<file path="config.mk">
export PLATFORM = sky130hd
export DESIGN_NAME = grid_band_coordinate_generator_flat
export DESIGN_NICKNAME = d
export VERILOG_FILES = /design/src/gbcg_pkg.sv /design/src/gbcg_if.sv /design/src/grid_band_coordinate_generator.sv /design/src/flat_wrapper.sv
export SDC_FILE = /design/constraint.sdc
export NUM_CORES = 2
export LEC_CHECK = 0
export ABC_AREA = 1
export BUFFER_PORTS_ARGS = -buffer_cell sky130_fd_sc_hd__clkbuf_2
export CORE_ASPECT_RATIO = 0.5
export CORE_MARGIN = 4
export CORE_UTILIZATION = 37
export CTS_CLUSTER_SIZE = 14
export DETAILED_ROUTE_END_ITERATION = 8
export PLACE_DENSITY = 0.52
export SLEW_MARGIN = 20
export SYNTH_ARGS = -nofsm -noshare
export SYNTH_HDL_FRONTEND = slang
export SYNTH_SLANG_ARGS = --single-unit
</file>
<file path="constraint.sdc">
create_clock -name clk -period 7.15 [get_ports clk]
set_clock_uncertainty 0.05 [all_clocks]
set_input_delay 1.43 -clock clk [delete_from_list [all_inputs] [get_ports clk]]
set_output_delay 1.43 -clock clk [all_outputs]
set_load 0.01 [all_outputs]
</file>
<file path="src/gbcg_pkg.sv">
// Shared types, constants and register codes for the grid band coordinate generator.
package gbcg_pkg;

	// Largest grid dimension; oversize dimension registers are clamped to it
	localparam int unsigned MAX_DIM = 4096;
	localparam int unsigned DIM_W   = $clog2(MAX_DIM + 1);
	localparam int unsigned COORD_W = 13;
	localparam int unsigned TOTAL_W = 25;
	localparam int unsigned CFG_W   = 13;
	localparam int unsigned NREG    = 4;

	// cycles for the geometry pipe to settle after reset or a register write
	localparam logic [2:0] SETTLE_CYCLES = 3'd4;

	typedef enum logic [2:0] {
		REG_WALK_MODE   = 3'd0,
		REG_GRID_COLS   = 3'd1,
		REG_GRID_ROWS   = 3'd2,
		REG_BORDER      = 3'd3,
		REG_STENCIL     = 3'd4,
		REG_FREE_SURF   = 3'd5,
		REG_BAND_ROW    = 3'd6
	} reg_idx_t;

	localparam logic [2:0] MODE_FRAME = 3'd1;
	localparam logic [2:0] MODE_BAND  = 3'd2;
	localparam logic [2:0] MODE_GRID  = 3'd4;

	// signed grid position, wide enough for degenerate geometry
	typedef logic signed [14:0] gpos_t;
	typedef logic [DIM_W-1:0]   dim_t;
	typedef logic [COORD_W-1:0] coord_t;
	typedef logic [TOTAL_W-1:0] total_t;

	typedef struct packed {
		coord_t coord_x;
		coord_t coord_y;
		logic   last;
		logic   error;
		total_t total;
	} rsp_t;

endpackage

</file>
<file path="src/gbcg_if.sv">
// Valid/ready channel interfaces for request and result words.
interface gbcg_req_if;
	logic valid;
	logic ready;
	logic restart;

	modport source (output valid, output restart, input ready);
	modport sink   (input valid, input restart, output ready);
endinterface

interface gbcg_rsp_if;
	logic                  valid;
	logic                  ready;
	gbcg_pkg::coord_t      coord_x;
	gbcg_pkg::coord_t      coord_y;
	logic                  last;
	logic                  error;
	gbcg_pkg::total_t      total;

	modport source (output valid, output coord_x, output coord_y, output last,
		output error, output total, input ready);
	modport sink   (input valid, input coord_x, input coord_y, input last,
		input error, input total, output ready);
endinterface

</file>
<file path="src/grid_band_coordinate_generator.sv">
// Top level: grid walk coordinate generator with geometry pipe and output skid.
//
// Usage:
//  - req channel: one word per coordinate; restart=1 jumps back to the first
//    coordinate of the walk, restart=0 advances to the next one.
//  - rsp channel: one word per request with coord_x/coord_y (1-based), last on
//    the final coordinate before the walk wraps, error for an unknown mode
//    (coordinates 0), and total, the length of the whole walk.
//  - cfg port: cfg_we/cfg_index/cfg_data write one register per cycle; write
//    only while no word is in flight.
// Timing:
//  - results are registered (result register, skid on a stall); one word per
//    cycle is sustained while the receiver keeps up and no write settles.
//  - region bounds, extents, areas and totals run in a four-stage geometry
//    pipe off the config registers; req.ready drops after reset and after
//    every config write while that pipe refills.
//  - a result register plus one skid register sit on the rsp side: a stalled
//    receiver still lets one more request in, after that req.ready drops.
// Reset: config to its defaults, walk position to the first coordinate,
//    result and skid registers empty.
module grid_band_coordinate_generator (
	input  logic                         clk,
	input  logic                         arst_n,
	input  logic                         cfg_we,
	input  logic [2:0]                   cfg_index,
	input  logic [gbcg_pkg::CFG_W-1:0]   cfg_data,
	gbcg_req_if.sink                     req,
	gbcg_rsp_if.source                   rsp
);

	// ---------------- config registers ----------------
	logic [2:0]  walk_mode_q;
	logic [12:0] grid_cols_q;
	logic [12:0] grid_rows_q;
	logic [7:0]  border_q;
	logic [4:0]  stencil_q;
	logic        free_surf_q;
	logic [12:0] band_row_q;
	logic [2:0]  settle_q;

	always_ff @(posedge clk or negedge arst_n) begin
		if (!arst_n) begin
			walk_mode_q <= gbcg_pkg::MODE_FRAME;
			grid_cols_q <= 13'd256;
			grid_rows_q <= 13'd256;
			border_q    <= 8'd10;
			stencil_q   <= 5'd8;
			free_surf_q <= 1'b0;
			band_row_q  <= 13'd1;
		end else if (cfg_we) begin
			case (cfg_index)
				gbcg_pkg::REG_WALK_MODE: walk_mode_q <= cfg_data[2:0];
				gbcg_pkg::REG_GRID_COLS: grid_cols_q <= cfg_data[12:0];
				gbcg_pkg::REG_GRID_ROWS: grid_rows_q <= cfg_data[12:0];
				gbcg_pkg::REG_BORDER:    border_q    <= cfg_data[7:0];
				gbcg_pkg::REG_STENCIL:   stencil_q   <= cfg_data[4:0];
				gbcg_pkg::REG_FREE_SURF: free_surf_q <= cfg_data[0];
				gbcg_pkg::REG_BAND_ROW:  band_row_q  <= cfg_data[12:0];
				default: ;
			endcase
		end
	end

	always_ff @(posedge clk or negedge arst_n) begin
		if (!arst_n) begin
			settle_q <= gbcg_pkg::SETTLE_CYCLES;
		end else if (cfg_we) begin
			settle_q <= gbcg_pkg::SETTLE_CYCLES;
		end else if (settle_q != 3'd0) begin
			settle_q <= settle_q - 3'd1;
		end
	end

	// ---------------- geometry stage 1: region bounds ----------------
	gbcg_pkg::gpos_t xlo_c [gbcg_pkg::NREG];
	gbcg_pkg::gpos_t xhi_c [gbcg_pkg::NREG];
	gbcg_pkg::gpos_t ylo_c [gbcg_pkg::NREG];
	gbcg_pkg::gpos_t yhi_c [gbcg_pkg::NREG];
	logic            mode_ok_c;
	logic            y_inner_c;

	gbcg_pkg::gpos_t xlo_s1 [gbcg_pkg::NREG];
	gbcg_pkg::gpos_t xhi_s1 [gbcg_pkg::NREG];
	gbcg_pkg::gpos_t ylo_s1 [gbcg_pkg::NREG];
	gbcg_pkg::gpos_t yhi_s1 [gbcg_pkg::NREG];
	logic            mode_ok_s1;
	logic            y_inner_s1;

	always_comb begin
		gbcg_pkg::dim_t  nx, ny, brow;
		gbcg_pkg::gpos_t w, fw, nxs, nys, y1, y2, y3, y4, x1, x2, x3, x4, b;
		nx   = (grid_cols_q > 13'(gbcg_pkg::MAX_DIM)) ? 13'(gbcg_pkg::MAX_DIM) : grid_cols_q;
		ny   = (grid_rows_q > 13'(gbcg_pkg::MAX_DIM)) ? 13'(gbcg_pkg::MAX_DIM) : grid_rows_q;
		brow = (band_row_q  > 13'(gbcg_pkg::MAX_DIM)) ? 13'(gbcg_pkg::MAX_DIM) : band_row_q;
		w    = gbcg_pkg::gpos_t'({11'd0, stencil_q[4:1]});
		fw   = gbcg_pkg::gpos_t'({7'd0, border_q});
		nxs  = gbcg_pkg::gpos_t'({2'd0, nx});
		nys  = gbcg_pkg::gpos_t'({2'd0, ny});
		b    = gbcg_pkg::gpos_t'({2'd0, brow});
		y1   = free_surf_q ? 15'sd2 : fw + 15'sd1;
		y2   = y1 + w - 15'sd1;
		y4   = nys - fw;
		y3   = y4 - w + 15'sd1;
		x1   = fw + 15'sd1;
		x2   = x1 + w - 15'sd1;
		x4   = nxs - fw;
		x3   = x4 - w + 15'sd1;
		for (int k = 0; k < gbcg_pkg::NREG; k++) begin
			xlo_c[k] = 15'sd1;
			xhi_c[k] = 15'sd0;
			ylo_c[k] = 15'sd1;
			yhi_c[k] = 15'sd0;
		end
		mode_ok_c = 1'b1;
		y_inner_c = 1'b1;
		case (walk_mode_q)
			gbcg_pkg::MODE_FRAME: begin
				xlo_c[0] = x1; xhi_c[0] = x4; ylo_c[0] = y1;          yhi_c[0] = y2;
				xlo_c[1] = x1; xhi_c[1] = x4; ylo_c[1] = y3;          yhi_c[1] = y4;
				xlo_c[2] = x1; xhi_c[2] = x2; ylo_c[2] = y2 + 15'sd1; yhi_c[2] = y3 - 15'sd1;
				xlo_c[3] = x3; xhi_c[3] = x4; ylo_c[3] = y2 + 15'sd1; yhi_c[3] = y3 - 15'sd1;
			end
			gbcg_pkg::MODE_BAND: begin
				xlo_c[0] = 15'sd1; xhi_c[0] = nxs; ylo_c[0] = b; yhi_c[0] = b + w - 15'sd1;
				y_inner_c = 1'b0;
			end
			gbcg_pkg::MODE_GRID: begin
				xlo_c[0] = 15'sd1; xhi_c[0] = nxs; ylo_c[0] = 15'sd1; yhi_c[0] = nys;
			end
			default: mode_ok_c = 1'b0;
		endcase
	end

	always_ff @(posedge clk) begin
		xlo_s1     <= xlo_c;
		xhi_s1     <= xhi_c;
		ylo_s1     <= ylo_c;
		yhi_s1     <= yhi_c;
		mode_ok_s1 <= mode_ok_c;
		y_inner_s1 <= y_inner_c;
	end

	// ---------------- geometry stage 2: extents ----------------
	gbcg_pkg::dim_t xe_s2 [gbcg_pkg::NREG];
	gbcg_pkg::dim_t ye_s2 [gbcg_pkg::NREG];

	always_ff @(posedge clk) begin
		for (int k = 0; k < gbcg_pkg::NREG; k++) begin
			xe_s2[k] <= (xhi_s1[k] >= xlo_s1[k]) ?
				13'(xhi_s1[k] - xlo_s1[k] + 15'sd1) : 13'd0;
			ye_s2[k] <= (yhi_s1[k] >= ylo_s1[k]) ?
				13'(yhi_s1[k] - ylo_s1[k] + 15'sd1) : 13'd0;
		end
	end

	// ---------------- geometry stage 3: areas ----------------
	gbcg_pkg::total_t       area_s3 [gbcg_pkg::NREG];
	logic [gbcg_pkg::NREG-1:0] ne_s3;

	always_ff @(posedge clk) begin
		for (int k = 0; k < gbcg_pkg::NREG; k++) begin
			area_s3[k] <= {12'd0, xe_s2[k]} * {12'd0, ye_s2[k]};
			ne_s3[k]   <= (xe_s2[k] != 13'd0) && (ye_s2[k] != 13'd0);
		end
	end

	// ---------------- geometry stage 4: total and region order ----------------
	gbcg_pkg::total_t total_s4;
	logic [1:0]       first_s4;
	logic             any_s4;
	logic [1:0]       next_s4 [gbcg_pkg::NREG];
	logic [gbcg_pkg::NREG-1:0] wrap_s4;

	always_ff @(posedge clk) begin
		logic [26:0] sum;
		logic [1:0]  first;
		logic [1:0]  nxt;
		logic        wrp;
		sum   = 27'({2'd0, area_s3[0]}) + 27'({2'd0, area_s3[1]})
		      + 27'({2'd0, area_s3[2]}) + 27'({2'd0, area_s3[3]});
		first = 2'd0;
		for (int j = gbcg_pkg::NREG - 1; j >= 0; j--) begin
			if (ne_s3[j]) first = 2'(j);
		end
		total_s4 <= (sum > 27'({2'd0, {gbcg_pkg::TOTAL_W{1'b1}}})) ?
			{gbcg_pkg::TOTAL_W{1'b1}} : sum[gbcg_pkg::TOTAL_W-1:0];
		first_s4 <= first;
		any_s4   <= |ne_s3;
		for (int k = 0; k < gbcg_pkg::NREG; k++) begin
			nxt = first;
			wrp = 1'b1;
			for (int j = gbcg_pkg::NREG - 1; j >= 0; j--) begin
				if (j > k && ne_s3[j]) begin
					nxt = 2'(j);
					wrp = 1'b0;
				end
			end
			next_s4[k] <= nxt;
			wrap_s4[k] <= wrp;
		end
	end

	// ---------------- walk state and step ----------------
	logic [1:0]      reg_q;
	gbcg_pkg::dim_t  col_q, row_q;
	logic [1:0]      reg_d;
	gbcg_pkg::dim_t  col_d, row_d;
	gbcg_pkg::rsp_t  res_c;
	logic            accept;

	always_comb begin
		logic [gbcg_pkg::NREG-1:0] pos_ok;
		logic           jump;
		logic [1:0]     cur;
		gbcg_pkg::dim_t ccol, crow, ie, oe, inner, outer, inner_n, outer_n;
		logic [13:0]    inner_inc, outer_inc;
		logic           inner_wrap, outer_wrap;
		logic [14:0]    xs, ys;

		for (int k = 0; k < gbcg_pkg::NREG; k++) begin
			pos_ok[k] = ne_s3[k] && (col_q < xe_s2[k]) && (row_q < ye_s2[k]);
		end
		jump = req.restart || !pos_ok[reg_q];
		cur  = jump ? first_s4 : reg_q;
		ccol = jump ? 13'd0 : col_q;
		crow = jump ? 13'd0 : row_q;

		xs = xlo_s1[cur] + {2'd0, ccol};
		ys = ylo_s1[cur] + {2'd0, crow};

		// inner counter is the row in frame and grid walks, the column in band walks
		ie    = y_inner_s1 ? ye_s2[cur] : xe_s2[cur];
		oe    = y_inner_s1 ? xe_s2[cur] : ye_s2[cur];
		inner = y_inner_s1 ? crow : ccol;
		outer = y_inner_s1 ? ccol : crow;
		inner_inc  = {1'b0, inner} + 14'd1;
		outer_inc  = {1'b0, outer} + 14'd1;
		inner_wrap = inner_inc >= {1'b0, ie};
		outer_wrap = outer_inc >= {1'b0, oe};
		inner_n = inner_wrap ? 13'd0 : inner_inc[12:0];
		outer_n = inner_wrap ? (outer_wrap ? 13'd0 : outer_inc[12:0]) : outer;

		reg_d = (inner_wrap && outer_wrap) ? next_s4[cur] : cur;
		col_d = y_inner_s1 ? outer_n : inner_n;
		row_d = y_inner_s1 ? inner_n : outer_n;

		res_c.coord_x = xs[12:0];
		res_c.coord_y = ys[12:0];
		res_c.last    = inner_wrap && outer_wrap && wrap_s4[cur];
		res_c.error   = 1'b0;
		res_c.total   = total_s4;

		if (!mode_ok_s1) begin
			// unknown mode: error word, walk back to start
			reg_d = 2'd0; col_d = 13'd0; row_d = 13'd0;
			res_c = '0;
			res_c.error = 1'b1;
		end else if (!any_s4) begin
			// nothing to walk: a lone last word
			reg_d = 2'd0; col_d = 13'd0; row_d = 13'd0;
			res_c = '0;
			res_c.last = 1'b1;
		end
	end

	always_ff @(posedge clk or negedge arst_n) begin
		if (!arst_n) begin
			reg_q <= 2'd0;
			col_q <= 13'd0;
			row_q <= 13'd0;
		end else if (accept) begin
			reg_q <= reg_d;
			col_q <= col_d;
			row_q <= row_d;
		end
	end

	// ---------------- result register and skid ----------------
	gbcg_pkg::rsp_t out_q, skid_q;
	logic           out_v_q, skid_v_q;
	logic           take;
	logic           out_free;

	assign req.ready = !skid_v_q && (settle_q == 3'd0);
	assign accept    = req.valid && req.ready;
	assign take      = rsp.valid && rsp.ready;
	assign out_free  = !out_v_q || take;

	always_ff @(posedge clk or negedge arst_n) begin
		if (!arst_n) begin
			out_v_q  <= 1'b0;
			skid_v_q <= 1'b0;
		end else if (out_free) begin
			// skid full implies no accept this cycle
			if (skid_v_q) begin
				out_v_q  <= 1'b1;
				skid_v_q <= 1'b0;
			end else begin
				out_v_q  <= accept;
			end
		end else if (accept) begin
			skid_v_q <= 1'b1;
		end
	end

	always_ff @(posedge clk) begin
		if (out_free) begin
			if (skid_v_q) out_q <= skid_q;
			else if (accept) out_q <= res_c;
		end else if (accept) begin
			skid_q <= res_c;
		end
	end

	assign rsp.valid   = out_v_q;
	assign rsp.coord_x = out_q.coord_x;
	assign rsp.coord_y = out_q.coord_y;
	assign rsp.last    = out_q.last;
	assign rsp.error   = out_q.error;
	assign rsp.total   = out_q.total;

	// ---------------- checks ----------------
	a_skid_behind_out: assert property (@(posedge clk) disable iff (!arst_n)
		skid_v_q |-> out_v_q)
		else $error("skid word held with empty result register");

	a_no_accept_settling: assert property (@(posedge clk) disable iff (!arst_n)
		(settle_q != 3'd0) |-> !accept)
		else $error("request taken while geometry pipe refills");

	a_cfg_blocks_next: assert property (@(posedge clk) disable iff (!arst_n)
		cfg_we |=> !req.ready)
		else $error("ready high right after config write");

	a_error_word_clean: assert property (@(posedge clk) disable iff (!arst_n)
		(rsp.valid && rsp.error) |-> (rsp.coord_x == '0 && rsp.coord_y == '0
			&& !rsp.last && rsp.total == '0))
		else $error("error word carries coordinate data");

endmodule
</file>
<file path="src/flat_wrapper.sv">
// flat-port wrapper written by rule: the top's interface ports become plain ports
module grid_band_coordinate_generator_flat 
  (clk, arst_n, cfg_we, cfg_index, cfg_data, req_valid, req_restart, req_ready, rsp_valid, rsp_coord_x, rsp_coord_y, rsp_last, rsp_error, rsp_total, rsp_ready);
  gbcg_req_if req_i ();
  gbcg_rsp_if rsp_i ();
  input  logic clk;
  input  logic arst_n;
  input  logic cfg_we;
  input  logic [2:0] cfg_index;
  input  logic [gbcg_pkg::CFG_W-1:0] cfg_data;
  input wire logic [$bits(req_i.valid)-1:0] req_valid;
  input wire logic [$bits(req_i.restart)-1:0] req_restart;
  output wire logic [$bits(req_i.ready)-1:0] req_ready;
  output wire logic [$bits(rsp_i.valid)-1:0] rsp_valid;
  output wire logic [$bits(rsp_i.coord_x)-1:0] rsp_coord_x;
  output wire logic [$bits(rsp_i.coord_y)-1:0] rsp_coord_y;
  output wire logic [$bits(rsp_i.last)-1:0] rsp_last;
  output wire logic [$bits(rsp_i.error)-1:0] rsp_error;
  output wire logic [$bits(rsp_i.total)-1:0] rsp_total;
  input wire logic [$bits(rsp_i.ready)-1:0] rsp_ready;
  assign req_i.valid = req_valid;
  assign req_i.restart = req_restart;
  assign req_ready = req_i.ready;
  assign rsp_valid = rsp_i.valid;
  assign rsp_coord_x = rsp_i.coord_x;
  assign rsp_coord_y = rsp_i.coord_y;
  assign rsp_last = rsp_i.last;
  assign rsp_error = rsp_i.error;
  assign rsp_total = rsp_i.total;
  assign rsp_i.ready = rsp_ready;
  grid_band_coordinate_generator u_core (.clk(clk), .arst_n(arst_n), .cfg_we(cfg_we), .cfg_index(cfg_index), .cfg_data(cfg_data), .req(req_i), .rsp(rsp_i));
endmodule
</file>
Yosys cells after proc, flatten, opt, wreduce, memory -nomap -nowiden --
Memory sizes are Yosys's and may differ from the RTL's. Cells that the tools add are included.
Operators by class: add/sub/neg operators 37, $mul 4, div/mod/pow operators 0, magnitude comparators 24, eq/ne operators 9, shift-type cells 0, multiplexer cells 63, bitwise gates (word level) 2, reduce and logical (&&, ||, !) cells 48
Operators with widths (count):
- 2-to-1 mux 13 bit | 29
- 2-to-1 mux 53 bit | 4
- < comparator 13 bit | 8
- nonzero test 13 bit | 8
- multiplier 13 x 13 -> 25 bit | 4
- adder 13 x 2 -> 13 bit, second input constant | 7
- binary-select mux 15 bit (select 2 bit) | 2
- one-hot mux 15 bit (2 select lines) | 2
- subtractor 15 x 2 -> 15 bit, second input constant | 4
- adder 27 x 25 -> 27 bit | 2
- subtractor 13 bit | 4
- adder 15 x 2 -> 15 bit, second input constant | 3
- one-hot mux 15 bit (3 select lines) | 1
- greater-than comparator 13 bit, second input constant | 3
- subtractor 13 x 10 -> 13 bit | 3
- >= comparator 14 x 15 -> 1 bit | 2
- >= comparator 15 x 10 -> 1 bit | 2
- >= comparator 15 bit | 2
- subtractor 14 x 5 -> 15 bit | 2
- adder 13 x 1 -> 14 bit, second input constant | 2
- >= comparator 14 x 13 -> 1 bit | 2
- subtractor 13 x 8 -> 14 bit | 2
- greater-than comparator 27 x 25 -> 1 bit, second input constant | 1
- adder 13 bit | 2
- other kinds (29) | 86
Word-level totals: register bits 389, bits in latches 0, memory bits (writable) 212, memory bits (read-only) 0, input bits 22, output and inout port bits 55, word-level logic and storage cells 233, memories 4
Memories:
- u_core.area_s3 | depth 4, width 25, rd ports 4, clocked after memory_dff 0, write ports 4, RTL line grid_band_coordinate_generator.sv:157 | gbcg_pkg::total_t area_s3 [gbcg_pkg::NREG];
- u_core.xe_s2 | depth 4, width 13, rd ports 5, clocked after memory_dff 0, write ports 4, RTL line grid_band_coordinate_generator.sv:144 | gbcg_pkg::dim_t xe_s2 [gbcg_pkg::NREG];
- u_core.ye_s2 | depth 4, width 13, rd ports 5, clocked after memory_dff 0, write ports 4, RTL line grid_band_coordinate_generator.sv:145 | gbcg_pkg::dim_t ye_s2 [gbcg_pkg::NREG];
- u_core.next_s4 | depth 4, width 2, rd ports 1, clocked after memory_dff 0, write ports 4, RTL line grid_band_coordinate_generator.sv:171 | logic [1:0] next_s4 [gbcg_pkg::NREG];

Depth between registers and ports, before layout --
An unclocked memory read counts as a cell.
depth after elaboration 18, mapped depth 42, gate-level depth less buffers 39

Worst setup path after synthesis --
Ideal clock, no wire load.
path kind flip-flop to flip-flop, from memory u_core.ye_s2[3][1] (netlist name), to memory u_core.area_s3[2][21] (netlist name), arrival time 5.400 ns, path slack 1.588 ns, cell stages (with the launch flop) 26, path buffers 2, clock period less this slack 5.562 ns, cells stage by stage dfxtp_1 -> clkbuf_1 -> clkbuf_1 -> nand2_1 -> fa_1 -> inv_1 -> fa_1 -> fa_1 -> inv_1 -> fa_1 -> fa_1 -> inv_1 -> ha_1 -> nand2_1 -> o21ai_0 -> a21oi_1 -> o21bai_1 -> a21oi_1 -> o21bai_1 -> nand2_1 -> nand2_1 -> a21oi_1 -> o21ai_0 -> nand2_1 -> nand3_1 -> nand2_1
RTL lines (RTL line):
- from (decl) | grid_band_coordinate_generator.sv:145
- to (decl) | grid_band_coordinate_generator.sv:157

Worst setup path after layout --
from register u_core.row_q[4], to register u_core.row_q[4]
On the way: word-level cells in the longest chain between the ends 15, elaborated cells between the ends (all ways) 31, classes of those cells add/sub: 2; order compare: 6; mux: 15; reduce/logical: 6; memory: 2
RTL lines:
- from (decl) | RTL line grid_band_coordinate_generator.sv:205 | gbcg_pkg::dim_t col_q, row_q;
- from (signal assigned) | RTL line grid_band_coordinate_generator.sv:274 | row_q <= row_d;
- < comparator 13 bit | RTL line grid_band_coordinate_generator.sv:221 | pos_ok[k] = ne_s3[k] && (col_q < xe_s2[k]) && (row_q < ye_s2[k]);
- logical AND 1 bit | RTL line grid_band_coordinate_generator.sv:221
- binary-select mux 1 bit (select 2 bit) | RTL line grid_band_coordinate_generator.sv:223 | jump = req.restart || !pos_ok[reg_q];
- 2-to-1 mux 1 bit (implied by the code) | RTL line grid_band_coordinate_generator.sv:223
- logical NOT 1 bit | RTL line grid_band_coordinate_generator.sv:223
- logical OR 1 bit | RTL line grid_band_coordinate_generator.sv:223
- 2-to-1 mux 13 bit, or another cell as far along | RTL line grid_band_coordinate_generator.sv:226 | crow = jump ? 13'd0 : row_q;
- 2-to-1 mux 13 bit, or another cell as far along | RTL line grid_band_coordinate_generator.sv:235 | outer = y_inner_s1 ? ccol : crow;
- adder 13 x 1 -> 14 bit or 2-to-1 mux 13 bit (tied branches) | RTL line grid_band_coordinate_generator.sv:237, grid_band_coordinate_generator.sv:233
- >= comparator 14 x 13 -> 1 bit | RTL line grid_band_coordinate_generator.sv:239 | outer_wrap = outer_inc >= {1'b0, oe};
- 2-to-1 mux 13 bit (2 in series) | RTL line grid_band_coordinate_generator.sv:241 | outer_n = inner_wrap ? (outer_wrap ? 13'd0 : outer_inc[12:0]) : outer;
- 2-to-1 mux 13 bit (*) | RTL line grid_band_coordinate_generator.sv:245 | row_d = y_inner_s1 ? inner_n : outer_n;
- 2-to-1 mux 13 bit (*) | RTL line grid_band_coordinate_generator.sv:258 | end else if (!any_s4) begin
- 2-to-1 mux 13 bit (*) | RTL line grid_band_coordinate_generator.sv:253 | if (!mode_ok_s1) begin
Every way passes the cells marked *; elsewhere a longest branch is shown, timed or not. The select of a mux whose other input is x is not followed. A chain may end at the register's enable or synchronous reset.

==> flow_metrics.py <==
metrics = {
    "yosys": {
        "synth_edf_count": 106,
        "synthCells": 7646,
        "synth_seq_cells": 582,
        "synth_area_um2": 58600,
        "synth-async-reset-ratio": 0.151,
        "synth_top_area_frac": 0.189,
        "synth_nets": 8941,
        "syn-mean-instance-area_um2": 7.66,
        "ys_warn_count": 0,
        "synthFlopType": "dfxtp_1",
        "synth_largest_area_cell": "fa_1",
        "synthDistinctLibCells": 64,
        "synth.area.top_cells": "fa_1, ha_1, dfxtp_1",
        "seq_area_frac_synth": 0.225,
    },
    "routing": {
        "drt_pass1_iterations": 7,
        "drc": 0,
        "vias": 47800,
        "wl_met1_um": 88100,
        "routedWlPerCell_um": 18.5,
        "avgViaCountPerCell": 4.86,
        "wl_met3_um": 11400,
        "top_layer_used": "met4",
        "drt_wl_total_um": 182000,
        "drt_iter0_markers": 3755,
        "drtAntennaViolNets": 0,
        "met2_length_um": 77700,
    },
    "finish": {
        "areaGrowthSynthToFinish_pct": 9.02,
        "fillers": 16200,
        "nets": 8982,
        "seq_area_um2": 13200,
        "final_util": 0.409,
        "layout_common_cells": "nand2_1, inv_1, ha_1",
        "final_common_cell": "nand2_1",
        "drive_above_1_share": 0.0508,
        "multiInputGateArea_um2": 37800,
    },
    "sta": {
        "slew_violations": 0,
        "slew_headroom": 0.345,
        "fin_crit_sh": 0.921,
        "tightest_slew_ps": 981,
        "fin_crit_ps": 6590,
        "rsz0062_at_grt": "false",
        "finalHoldViolCount": 0,
        "tns_ps": 0,
        "setup_viol": 0,
        "fmax_mhz": 152,
    },
    "die": {
        "die_h_um": 289,
        "num_rows": 102,
        "coreArea_um2": 156000,
        "dieWidth_um": 571,
        "die-area_um2": 165000,
        "ios": 77,
        "initial_utilization": 0.375,
    },
    "run": {
        "maxCapViolCount": 0,
    },
    "worst_setup_path": {
        "worstSetupStartpointType": "flip-flop",
        "cpPeakStageDelay_ps": 680,
        "cp_common_cell": "nand2_1",
        "crit_slowest_cell": "dfrtp_1",
        "crit_arrival_ps": 7110,
        "reg2regPathDepth": 31,
        "worstSetupPathType": "reg -> reg",
        "critPathRequiredTime_ps": 7670,
        "end_kind": "flip-flop",
        "critPathMaxFanout": 23,
    },
    "pwr": {
        "p_comb_frac": 0.718,
        "p_sw_frac": 0.553,
        "power_density_nw_per_um2": 499,
        "vdd_drop_max_mv": 0.318,
        "power.switching_w": 0.0176,
        "power_frac_clock": 0.113,
        "p_seq_frac": 0.169,
        "internal-power_w": 0.0143,
        "p_leak_nw": 34.7,
    },
    "grt": {
        "grt_first_pass_wirelength_um": 281000,
        "grt_usage": 0.222,
        "antenna_found_initial": 11,
        "first_global_vias": 47200,
        "grt_max_degree": 81,
        "gr-total-overflow": 0,
    },
    "cts": {
        "cts_resized": 0,
        "cts_inserted_buffers": 67,
        "path_clk_slew_ps": 60,
        "postCtsHoldBufs": 0,
        "post-cts-setup-buffers": 0,
        "cts.path.max_buffers": 3,
        "clk-insertion-delay-late_ps": 690,
        "cts-root-buf": "clkbuf_16",
        "clock_sinks": 582,
        "cts_tree": "done",
        "cts_max_level": 3,
    },
    "worst_hold_path": {
        "hold_path_depth": 2,
        "hp-class": "reg -> reg",
    },
    "placed_design": {
        "gp_congestion": 0.927,
        "dp_hpwl_um": 146000,
        "io_buffers": 76,
    },
    "run_status": {
        "run_status": "finished clean",
    },
}
==> stage by stage <==
| step | cells | hold slack, ps | cell area [um2] | setup slack, ps | total power [W] |
|---|---|---|---|---|---|
| 4_1_cts | 9818 | 432 | 63800 | 802 | 0.0319 |
| 3_5_place_dp | 9697 | 424 | 61600 | 842 | 0.0281 |
| 5_1_grt | 9819 | 457 | 63800 | 57.7 | 0.0352 |
| 2_1_floorplan | 7646 | 359 | 58600 | 1590 | 0.0207 |
| 6_report | 9820 | 436 | 63800 | 562 | 0.0319 |
| 3_3_place_gp | 9697 | 416 | 61600 | 920 | 0.0281 |
==> layout make-up <==
type,instances,share of cell area
Sequential cell,582,0.206
Timing Repair Buffer,205,0.0212
Clock inverter,32,0.00606
Tap cell,2080,0.0408
Multi-Input combinational cell,5064,0.593
Inverter,1767,0.104
Antenna cell,1,0.0000392
Clock buffer,89,0.0292
==> worst max-delay path: cells and delay by family, from the launching register on <==
family	cells	cell delay, ps
compound gates	6	1020
fa+ha+maj	2	670
flops	1	680
xor+xnor	1	340
buf+inv	4	1100
simple gates	18	2610
==> final timing paths <==
| kind | from | slack, ps | end |
|---|---|---|---|
| min reg2reg | u_core.border_q[6] | 440 | u_core.border_q[6] |
| min in group asynchronous | arst_n | 700 | u_core.col_q[4] |
| max in group asynchronous | arst_n | 5160 | u_core.grid_cols_q[2] |
| min | u_core.border_q[6] | 440 | u_core.border_q[6] |
| max reg2reg | u_core.row_q[4] | 560 | u_core.row_q[4] |
| max | u_core.row_q[4] | 560 | u_core.row_q[4] |
==> power by group through the flow <==
stage	Combinational, W	Clock (W)	Sequential, W
global placement	0.0226	0	0.00544
global route	0.0259	0.00383	0.00546
floorplan	0.0156	0	0.00505
CTS	0.0228	0.00370	0.00538
detailed placement	0.0227	0	0.00544
finish	0.0229	0.00360	0.00540
==> sequential cells by signal (all words and copies together), names as in the netlist, 13 cells and up <==
name / cells
u_core.area_s3: 100
u_core.skid_q: 53
u_core.xe_s2: 52
u_core.yhi_s1: 44
u_core.xhi_s1: 43
u_core.ylo_s1: 43
u_core.ye_s2: 39
u_core.rsp.total: 25
u_core.total_s4: 25
u_core.xlo_s1: 24
u_core.band_row_q: 13
u_core.col_q: 13
u_core.grid_cols_q: 13
u_core.grid_rows_q: 13
u_core.row_q: 13
u_core.rsp.coord_x: 13
u_core.rsp.coord_y: 13
==> cell families after synthesis <==
group / synth area share
xor gates and xnor gates: 0.0317
AOI/OAI and AO/OA: 0.0854
DFF: 0.225
and+or+nand+nor: 0.185
adders and majority gates: 0.343
muxes: 0.000171
buffers and inverters: 0.130
==> synthesized netlist by cell type (3+ instances only) <==
master and n:
a211oi_1 8, a21boi_0 5, a21boi_1 3, a21o_1 14, a21oi_1 400, a31o_2 4
a31oi_1 13, and2_1 13, and3_1 4, buf_1 28, buf_2 9, buf_4 5
buf_6 7, clkbuf_1 183, clkinv_1 6, dfrtp_1 80, dfstp_2 8, dfxtp_1 388
edfxtp_1 106, fa_1 552, ha_1 721, inv_1 1751, inv_2 9, nand2_1 1753
nand2_2 8, nand3_1 171, nand3b_1 9, nand4_1 95, nor2_1 484, nor2_2 5
nor3_1 46, nor4_1 30, o211ai_1 17, o21a_1 13, o21ai_0 338, o21ai_1 10
o21bai_1 35, o221ai_1 4, o22ai_1 22, o31ai_1 22, o41ai_1 3, or2_2 25
xnor2_1 64, xor2_1 148
==> metal layers <==
metal / track usage / vias up
met3: 0.0349 / 207
met1: 0.320 / 22700
met4: 0.0544 / 0
li1: - / 23600
met5: 0 / -
met2: 0.348 / 1263
Note: power is estimated with default switching activity, not from simulation.
